--- src/design/sukset_pkg.sv ---
// ---------------------------------------------------------------------------
// sukset_pkg
// Shared widths, opcodes, status codes and cell command type for the
// sorted unique key set unit.
// ---------------------------------------------------------------------------
package sukset_pkg;

  // Default capacity of the key set
  localparam int SIZE_DEF = 64;

  // Fixed field widths
  localparam int OP_W  = 2;
  localparam int KEY_W = 32;
  localparam int ST_W  = 3;
  localparam int POS_W = 7;
  localparam int CNT_W = 7;

  // Opcodes (the unused code behaves as a lookup)
  localparam logic [OP_W-1:0] OP_INSERT = 2'd0;
  localparam logic [OP_W-1:0] OP_LOOKUP = 2'd1;
  localparam logic [OP_W-1:0] OP_CLEAR  = 2'd2;

  // Result status codes
  localparam logic [ST_W-1:0] ST_INSERTED = 3'd0;
  localparam logic [ST_W-1:0] ST_PRESENT  = 3'd1;
  localparam logic [ST_W-1:0] ST_FULL     = 3'd2;
  localparam logic [ST_W-1:0] ST_HIT      = 3'd3;
  localparam logic [ST_W-1:0] ST_MISS     = 3'd4;
  localparam logic [ST_W-1:0] ST_CLEARED  = 3'd5;

  // Command broadcast to every cell of the chain
  typedef struct packed {
    logic cmp_en;    // compare held key against the search key
    logic shift_en;  // open a gap and insert the search key
  } cell_cmd_t;

endpackage

--- src/design/sukset_cell.sv ---
// ---------------------------------------------------------------------------
// sukset_cell
// One slot of the sorted chain: holds a key, compares it against the
// broadcast search key and takes its lower neighbor's key on an insert.
// ---------------------------------------------------------------------------
module sukset_cell #(
  parameter int IDX = 0,
  parameter int CW  = 7
) (
  input  logic                              clk,
  input  sukset_pkg::cell_cmd_t             cmd,
  input  logic [CW-1:0]                     count,
  input  logic signed [sukset_pkg::KEY_W-1:0] search_key,
  input  logic signed [sukset_pkg::KEY_W-1:0] prev_key,
  input  logic                              prev_lt,
  output logic signed [sukset_pkg::KEY_W-1:0] cell_key,
  output logic                              lt,
  output logic                              eq,
  output logic                              bnd
);
  import sukset_pkg::*;

  logic signed [KEY_W-1:0] key_r, key_nxt;
  logic                    lt_r, lt_nxt;
  logic                    eq_r, eq_nxt;
  logic                    occ;

  // Slot holds a live key when its index is below the count
  assign occ = (count > CW'(IDX));

  // Compare on request, hold otherwise
  always_comb begin
    lt_nxt = lt_r;
    eq_nxt = eq_r;
    if (cmd.cmp_en) begin
      lt_nxt = occ && (key_r < search_key);
      eq_nxt = occ && (key_r == search_key);
    end
  end

  // Keep smaller keys; the gap slot takes the new key, slots above it shift up
  always_comb begin
    key_nxt = key_r;
    if (cmd.shift_en && !lt_r) begin
      key_nxt = prev_lt ? search_key : prev_key;
    end
  end

  always_ff @(posedge clk) begin
    key_r <= key_nxt;
    lt_r  <= lt_nxt;
    eq_r  <= eq_nxt;
  end

  assign cell_key = key_r;
  assign lt       = lt_r;
  assign eq       = eq_r;
  // First slot not below the search key
  assign bnd      = prev_lt && !lt_r;

endmodule

--- config.mk ---
export PLATFORM = sky130hd
export DESIGN_NAME = sukset_cell
export DESIGN_NICKNAME = d
export VERILOG_FILES = /design/src/design/sukset_pkg.sv /design/src/design/sukset_cell.sv
export SDC_FILE = /design/constraint.sdc
export NUM_CORES = 1
export LEC_CHECK = 0
export BUFFER_PORTS_ARGS = -buffer_cell sky130_fd_sc_hd__buf_2
export CORE_MARGIN = 10
export CORE_UTILIZATION = 45
export CTS_CLUSTER_SIZE = 25
export DETAILED_ROUTE_END_ITERATION = 10
export PLACE_DENSITY_LB_ADDON = 0.12
export SLEW_MARGIN = 0
export SYNTH_ARGS = -nofsm -noshare
export SYNTH_HDL_FRONTEND = slang
export SYNTH_SLANG_ARGS = --single-unit
--- constraint.sdc ---
create_clock -name clk -period 4.7 [get_ports clk]
set_input_delay 0.47 -clock clk [delete_from_list [all_inputs] [get_ports clk]]
set_output_delay 0.47 -clock clk [all_outputs]
set_load 0.05 [all_outputs]
==> results.md <==
* First-pass GRT wire length at ~9100 µm
* Overall routed net length at 5630 µm
* Worst setup SP type: flop
* DR vias/cell at 4.79
* Root buf cell: clkbuf_8
* CP Cell Sequence: ha_1, and4_1, nand2_1, nor4_1, o32ai_1, mux2i_1
* Syn Std Cell Area at about 2300 µm²
* Setup TNS at 0 ns
* Leading area contributor after synthesis: edfxtp_1
* # DRC at 0
* DR vias at about 1800
* Clk_lat worst skew at 0.28 ns
* Minimum clock period at about 2 ns
* # IOs at 110
* Initial Utilization at between 40 and 50%
* Vias in the first global route at ~1900
* Flop-to-flop setup slack at 2.69 ns
* Commonest non-fill, non-tap cell in the layout: buf_2
* Hold Path Class: input port to flop
* Sequential cell area fraction in the yosys report at between 40 and 50%
* Combinational share of power at 28.9%
* Switching portion of total power at 31.9%
* GP Congestion at 0.750
* Worst R2R Start: cell_key[27]$_DFFE_PP_
* Top-area cell type share of the netlist area at 45.4%
* CTS Sinks at 34
* Clk pin slew, worst setup/hold paths at 0.06 ns
* # fillers at roughly 400
* Worst Path Arrival at between 2 and 2.5 ns
* Worst-path fanout max at 3
* Cts bufs inserted at 5
* Die W at 90.7 µm
* Max clock buf depth at 2
* I/O Buffers at between 100 and 150
* Flops & latches, synth at 34
* Slew margin rel. at a little over a third
* CTS tree: built
* Total power at around 0.81 mW
* Layout cells sized above 1 at between 40% and 50%
* EDFF count, synth at 34
* Top FF cell, synth: edfxtp_1
* P_leak at 1.45 nW
* # setup viols final at 0
* Wirelength per Cell at ~15 µm
* Worst Hold Launch: cmd[1]
* Clock share of power at ~25%
* Util after Layout at just over 60%
* All-Layer GR Usage at between 10% and 20%
* CTS H-tree lvls at 2
* Netlist cell types at 30
* Initial antenna violation count at 0
* Largest net degree at the start of global routing at 34
* Post-CTS Resized at 0
* Ys async rst share at 0%
* WHS Path Cells at 1
* Hold Path End: eq$_DFFE_PP_
* Crit path capture type: flop
* Post-CTS setup buffer count at 0
* Internal power at around 0.55 mW
* CP max stage cell: edfxtp_1
* Die area at between 8000 and 9000 µm²
* Sequential power share at a little under half
* Most frequent cells in the layout: buf_2, edfxtp_1, inv_1, mux2_2, ha_1
* Status: finished, final reports clean
* Drt pass-1 iters at 4
* Setup Skew at between 0.003 and 0.004 ns
* Layout Nets at a little over 400
* Post-DP HPWL at between 4000 and 5000 µm
* Reg2reg end: lt$_DFFE_PP_
* RSZ-0062 raised after global routing: no
* Crit path kind: flop to flop
* Syn_area_per_cell at ~12 µm²
* CP peak stage delay at 0.41 ns
* Pins over their slew limit at 0
* Worst Tran Pin Value at ~0.95 ns
* Gate count after technology mapping at between 150 and 200
* Reg2reg path depth at 6
* WP data required at between 4 and 5 ns
* Post-DRT Antenna Nets at 0
* Die Span Y at a little over 90 µm
* Congestion Overflow GR at 0
* Switching power at 0.259 mW
* Max_cap viols at 0
* DR iter-0 viols at 50
* Hold-fix buffers at CTS at 0
* Power per cell area at between 200 and 300 nW/µm²
* N_diodes at 0
* Max Fclk at 496 MHz
* Fin crit share at 42.9%
* Core Box Area at between 4000 and 5000 µm²
* Hold WS at about 0.41 ns
* Yosys warning count at 0
* Row count at 25
* Top cells by area, synth: edfxtp_1, ha_1, mux2_2
* Final hold vios at 0
* VDD IR max at 0.158 mV
* Growth of design area from synthesis to finish at 30.9%
* Syn Nets at between 200 and 300
## synth_stat cells, types with 2 or more instances
cell      number
a21oi_1       11
nor4_1         2
mux2_2        32
inv_1         32
o21ai_0        4
and4_1         3
nand4_1        5
buf_2          3
nor2_1         3
edfxtp_1      34
nand2_1        9
ha_1          32
nor2b_1        3
## sequential cells by signal, indices dropped and copies added (netlist names)
name,cells
cell_key,32
eq,1
lt,1
## critical path, delay by kind of cell, from the launching register on
family          cells  cell delay [ns]
compound gates      1             0.18
fa+ha+maj           1             0.32
mux                 1             0.14
flops               1             0.41
simple gates        3             0.71
## final cells by class
cell class	count	area [µm²]	share of cell area (%)
multi-input cells	120	1100	37.3
flip-flops and latches	34	1020	34.7
repair buffers	109	546	18.5
inverters	32	120	4.08
well taps	67	83.8	2.85
clock buffers	7	76.3	2.59
## metrics by stage
step / setup slack (ns) / cell area (µm²) / cells
after floorplan: 2.14 / 2250 / 190
after global placement: 2.53 / 2870 / 362
after global routing: 2.51 / 2950 / 369
after CTS: 2.66 / 2950 / 369
after detailed placement: 2.50 / 2870 / 362
final: 2.69 / 2950 / 369
## power groups by stage
stage / clock [mW] / combinational, mW / sequential (mW)
detailed placement: 0 / 0.237 / 0.381
floorplan: 0 / 0.0920 / 0.451
global route: 0.225 / 0.261 / 0.377
global placement: 0 / 0.235 / 0.380
CTS: 0.213 / 0.238 / 0.374
finish: 0.203 / 0.235 / 0.374
## cell families after synthesis
kind of cell    share of synthesized area, %
flops                                   45.4
simple gates                            7.17
buf+inv                                 6.17
fa+ha+maj                               17.8
mux                                     16.5
compound gates                          7.06
## worst max-delay path by stage
stage                       endpoint  cells past startpoint  slack (ns)                   start
3_5_place_dp            lt$_DFFE_PP_                      8        2.50          search_key[27]
4_1_cts                 lt$_DFFE_PP_                      6        2.66  cell_key[27]$_DFFE_PP_
2_1_floorplan  cell_key[0]$_DFFE_PP_                      1        2.14            lt$_DFFE_PP_
3_3_place_gp            lt$_DFFE_PP_                      8        2.53          search_key[27]
6_report                lt$_DFFE_PP_                      6        2.69  cell_key[27]$_DFFE_PP_
5_1_grt                 lt$_DFFE_PP_                      6        2.51  cell_key[27]$_DFFE_PP_
## layer usage
layer | share of wire, % | vias up | global-route usage, %
li1 | - | 917 | -
met5 | 0 | - | 0
met2 | 48 | 61 | 21.9
met3 | 8.5 | 7 | 5.74
met4 | 1.4 | 0 | 5.31
met1 | 42 | 781 | 15.4
Note: power is estimated with default switching activity, not from simulation.
