File: src/design/sukset_enc.sv
// ---------------------------------------------------------------------------
// sukset_enc
// One-hot to binary encoder that turns the chain's boundary flag into
// the sorted slot index.
// ---------------------------------------------------------------------------
module sukset_enc #(
  parameter int N  = 64,
  parameter int IW = 6
) (
  input  logic [N-1:0]  onehot,
  output logic [IW-1:0] index
);

  // OR together the indexes of the set flags
  always_comb begin
    index = '0;
    for (int i = 0; i < N; i++) begin
      if (onehot[i]) begin
        index = index | IW'(i);
      end
    end
  end

endmodule

File: config.mk
export PLATFORM = sky130hd
export DESIGN_NAME = sukset_enc
export DESIGN_NICKNAME = d
export VERILOG_FILES = /design/src/design/sukset_enc.sv
export SDC_FILE = /design/constraint.sdc
export NUM_CORES = 1
export LEC_CHECK = 0
export BUFFER_PORTS_ARGS = -buffer_cell sky130_fd_sc_hd__buf_2
export CAP_MARGIN = 10
export CORE_AREA = 2 2 39 41
export DETAILED_ROUTE_END_ITERATION = 8
export DIE_AREA = 0 0 41 43
export GPL_TIMING_DRIVEN = 0
export PLACE_DENSITY = 0.82
export SYNTH_ARGS = -nofsm -noshare
export SYNTH_HDL_FRONTEND = slang
export SYNTH_SLANG_ARGS = --single-unit
export TNS_END_PERCENT = 100
File: constraint.sdc
create_clock -name vclk -period 3.31
set_input_delay 0.331 -clock vclk [all_inputs]
set_output_delay 0.331 -clock vclk [all_outputs]
set_load 0.02 [all_outputs]
==> impl_metrics.csv, run 1 <==
group,metric,value,unit
placement,port_buffers,69,
timing,rsz0062_at_grt,"no",
synthesis,yosysSeqAreaShare,0,
route,ant_nets,0,
clocking,cts.repair.resized,0,
pwr,switching_power,23.01,uW
cells_and_area,fin_cells,135,
critical_path,critPathCaptureType,"output pin",
min_path,min_from,"onehot[16]",
route,route.vias.total,716,
timing,min_period,2335,ps
timing,fmax,428.2,MHz
critical_path,critical_path_peak_fanout,2,
synthesis,syn_inst,50,
critical_path,startpoint,"onehot[24]",
timing,setup_viol_count_final,0,
critical_path,start_kind,"input port",
cells_and_area,final_util,0.4892,
die,die-width,41,um
min_path,min_path_type,"input port to output pin",
timing,hold_ws,1002,ps
timing,relSlewSlack,0.7359,
pwr,ir_worst_vdd,0.03666,mV
die,die-area,1763,um^2
synthesis,synth_fp_nets,114,
die,placementRows,14,
route,drc_errors,0,
cells_and_area,antenna_cells,0,
global_route,track_usage,0.1998,
pwr,p_leak,0.3113,nW
critical_path,timing_worst_setup_path_type,"input port to output pin",
global_route,grt_use_met3,0.02094,
cells_and_area,clkbuf_count,0,
clocking,cts_setup_buffers,0,
pwr,finalPower,54.71,uW
route,first_pass_iters,4,
global_route,grt_pass1_vias,722,
cells_and_area,n_sequential_cell,0,
pwr,intPower,31.70,uW
synthesis,ys_types,15,
timing,tns,0,ps
route,drt_wl_total,1761,um
placement,dpl.cell_count,135,
critical_path,required,2980,ps
synthesis,syn_area_per_cell,6.231,um^2
route,drtIter0Drc,9,
global_route,overflow,0,
global_route,grt_antenna_before_repair,0,
timing,final_max_slew_viol_count,0,
pwr,seq_power_share,0,
route,viasPerCell,5.304,
pwr,comb_power_share,1.000,
route,wl_per_cell,13.04,um
synthesis,ys_warn_count,0,
global_route,grt_pass1_wl,2615,um
cells_and_area,nFillCells,155,
timing,period_share,0.7055,
global_route,gr-usage-met1,0.2278,
cells_and_area,final_common_cell,"buf_2",
critical_path,worstPathArrival,2000,ps
synthesis,synth_area,311.5,um^2
pwr,power_frac_clock,0,
clocking,ctsHoldBuffers,0,
die,initial_core_util,0.2251,
job,cap_viol_max_count,0,
cells_and_area,nets,185,
cells_and_area,syn_to_final_growth,117.3,%
global_route,met2_usage,0.3594,
pwr,switching_share,0.4206,
placement,routabilityCongestion,0.8555,
cells_and_area,mostFrequentLayoutCells,"buf_2 (69), nor4_1 (18), or4_1 (6)",
timing,finalHoldViolCount,0,
cells_and_area,multi_input_area,311.5,um^2
cells_and_area,final-seq-area,0,um^2
die,io-pin-count,70,
die,die_h,43,um
die,coreArea,1384,um^2
status,status,"completed",
global_route,grt_start_max_net_pins,4,
cells_and_area,drive_gt1_frac,0.5966,
global_route,grt-busiest-layer,"met2",
timing,worst_pin_slew,392.5,ps
pwr,powerDensity,80.82,nW/um^2
## synth_stat cells
library cell,n,share of area
nor2_1,3,0.036
nor3_1,5,0.080
nand2_1,3,0.036
or4_1,6,0.14
nand4b_1,1,0.028
and3_1,2,0.040
nand4_1,2,0.040
and4_1,1,0.028
or2_2,2,0.040
nand3_1,2,0.032
nor4_1,18,0.36
or3_1,2,0.040
nor4bb_1,1,0.032
nand4bb_1,1,0.036
nand3b_1,1,0.024
## per-stage QoR
stage / setup WS [ps] / cell area, um^2
2_1_floorplan: 1152 / 311.5
3_3_place_gp: 967.5 / 676.9
3_5_place_dp: 978.4 / 676.9
4_1_cts: 978.4 / 676.9
5_1_grt: 931.9 / 676.9
6_report: 974.7 / 676.9
## power by group through the flow
stage          combinational [mW]  clock [mW]  sequential [mW]
6_report                   0.0547           0                0
5_1_grt                    0.0605           0                0
4_1_cts                    0.0548           0                0
3_5_place_dp               0.0546           0                0
3_3_place_gp               0.0531           0                0
2_1_floorplan             0.00875           0                0
## critical path, stage by stage
cell,delay [ps]
buf_2,90
or4_1,540
or4_1,470
or4_1,400
buf_2,170
## cell type report
class	instances	share of cell area
timing repair buffer	69	0.5102
multi-input combinational	50	0.4603
tap	16	0.02957
## per-layer routing
layer,part of all wire,vias to the layer above
met1,0.40,311
met2,0.48,40
met3,0.11,2
met4,0.012,0
li1,-,363
met5,0,-
## cells by family after synthesis
kind of cell | Yosys count | synth area share
and+or+nand+nor | 50 | 1.000
## final timing paths
path / endpoint / slack (ps) / depth (start not counted)
worst max-delay path: index[3] / 970 / 5
worst min-delay path: index[4] / 1000 / 4
Note: power is estimated with default switching activity, not from simulation.
==> inputs of run 2 (changes only) <==
CORE_AREA = unset   (was 2 2 39 41)
CORE_MARGIN = 1.5   (was unset)
CORE_UTILIZATION = 24   (was unset)
DIE_AREA = unset   (was 0 0 41 43)
PLACE_DENSITY = 0.83   (was 0.82)
clock period = 2.3 ns   (was 3.31 ns; I/O delays follow)
==> run 2 against run 1 <==
  * Non-clock buffer count unchanged
  * Flip-flop and latch count stayed put
  * Critical path depth is the same
  * Largest cell class unchanged
  * Combinational power is 41% higher
  * Design area is 0.37% lower
  * Power is 42% higher
  * Global-route usage grew 0.73 points
  * Routed wire length shrank 9.8%
  * First-iteration DRC count increased by 89%
  * Via count rose by 0.28%
  * Sequential share of layout area did not move
==> impl_metrics.csv, run 2 (synthesis results as in run 1) <==
group,metric,value,unit
critical_path,cpMostUsedCell,"or4_1",
global_route,grt_pass1_wl,2270,um
global_route,grt_antenna_before_repair,0,
job,cap_viol_max_count,0,
cells_and_area,nFillCells,113,
placement,dpl.cell_count,133,
pwr,seq_power_share,0,
critical_path,worst-path-buf-inv,2,
die,placementRows,12,
cells_and_area,mostFrequentLayoutCells,"buf_2 (69), nor4_1 (18), or4_1 (6)",
global_route,grt_start_max_net_pins,4,
timing,setup_viol_count_final,0,
placement,port_buffers,69,
die,die-area,1523,um^2
cells_and_area,clkbuf_count,0,
clocking,ctsHoldBuffers,0,
critical_path,cpMaxStageDelayCell,"or4_1",
clocking,cts_setup_buffers,0,
die,die-width,39.03,um
clocking,cts.repair.resized,0,
critical_path,timing_worst_setup_path_type,"input port to output pin",
global_route,overflow,0,
timing,fmax,468.5,MHz
timing,rsz0062_at_grt,"no",
route,first_pass_iters,4,
critical_path,max_stage_delay,530,ps
route,route.vias.total,718,
critical_path,crit_family,"simple AND/OR/NAND/NOR gates",
placement,dp_hpwl,1489,um
cells_and_area,fin_cells,133,
pwr,powerDensity,114.8,nW/um^2
critical_path,critPathCaptureType,"output pin",
critical_path,path_cells,"buf_2, or4_1, or4_1, or4_1, buf_2",
pwr,switching_power,31.88,uW
timing,worst_pin_slew,409.2,ps
timing,relSlewSlack,0.7247,
timing,hold_ws,803.0,ps
route,ant_nets,0,
critical_path,worstPathArrival,1900,ps
pwr,p_leak,0.3113,nW
pwr,comb_power_share,1.000,
pwr,ir_worst_vdd,0.04887,mV
route,drtIter0Drc,17,
pwr,switching_share,0.4118,
placement,routabilityCongestion,0.8745,
die,die_h,39.03,um
timing,min_period,2135,ps
critical_path,critical_path_peak_fanout,2,
critical_path,required,2070,ps
timing,period_share,0.9281,
route,viasPerCell,5.398,
timing,finalHoldViolCount,0,
pwr,intPower,45.55,uW
cells_and_area,nets,185,
cells_and_area,final-seq-area,0,um^2
die,coreArea,1156,um^2
global_route,grt_pass1_vias,589,
cells_and_area,final_common_cell,"buf_2",
status,status,"completed",
route,wl_per_cell,11.94,um
timing,final_max_slew_viol_count,0,
timing,tns,0,ps
cells_and_area,antenna_cells,0,
min_path,min_path_type,"input port to output pin",
pwr,power_frac_clock,0,
cells_and_area,syn_to_final_growth,116.5,%
route,drc_errors,0,
die,io-pin-count,70,
cells_and_area,drive_gt1_frac,0.5966,
route,drt_wl_total,1588,um
critical_path,start_kind,"input port",
cells_and_area,n_sequential_cell,0,
die,initial_core_util,0.2695,
global_route,track_usage,0.2071,
## run 2: power by group through the flow
stage               Clock, mW  Sequential (mW)  Combinational (mW)
floorplan                   0                0              0.0126
global placement            0                0              0.0762
detailed placement          0                0              0.0773
CTS                         0                0              0.0776
global route                0                0              0.0863
finish                      0                0              0.0774
## run 2: layout make-up
cell class         instances  area [um^2]  area share
well taps                 14        17.52     0.02597
repair buffers            69        345.3      0.5121
multi-input cells         50        311.5      0.4620
## run 2: stage by stage
step | worst slack (ps) | instance area, um^2 | power (mW) | utilization
after floorplan | 343.7 | 311.5 | 0.01260 | -
after global placement | 173.0 | 674.4 | 0.07625 | 0.5833
after detailed placement | 163.0 | 674.4 | 0.07728 | 0.5833
after CTS | 163.0 | 674.4 | 0.07756 | 0.5833
after global routing | 99.41 | 674.4 | 0.08633 | 0.5833
final | 165.4 | 674.4 | 0.07743 | 0.5833
## run 2: worst paths after layout
kind | slack [ps] | depth (start not counted) | from | to
hold / removal | 800 | 4 | onehot[16] | index[4]
setup / recovery | 170 | 5 | onehot[24] | index[3]
## run 2: per-layer routing
metal | share of wire | vias up | GRT usage
met3 | 0.12 | 0 | 0.01734
met1 | 0.41 | 306 | 0.2601
li1 | - | 364 | -
met5 | 0 | - | 0
met4 | 0 | 0 | 0.01724
met2 | 0.46 | 48 | 0.3875
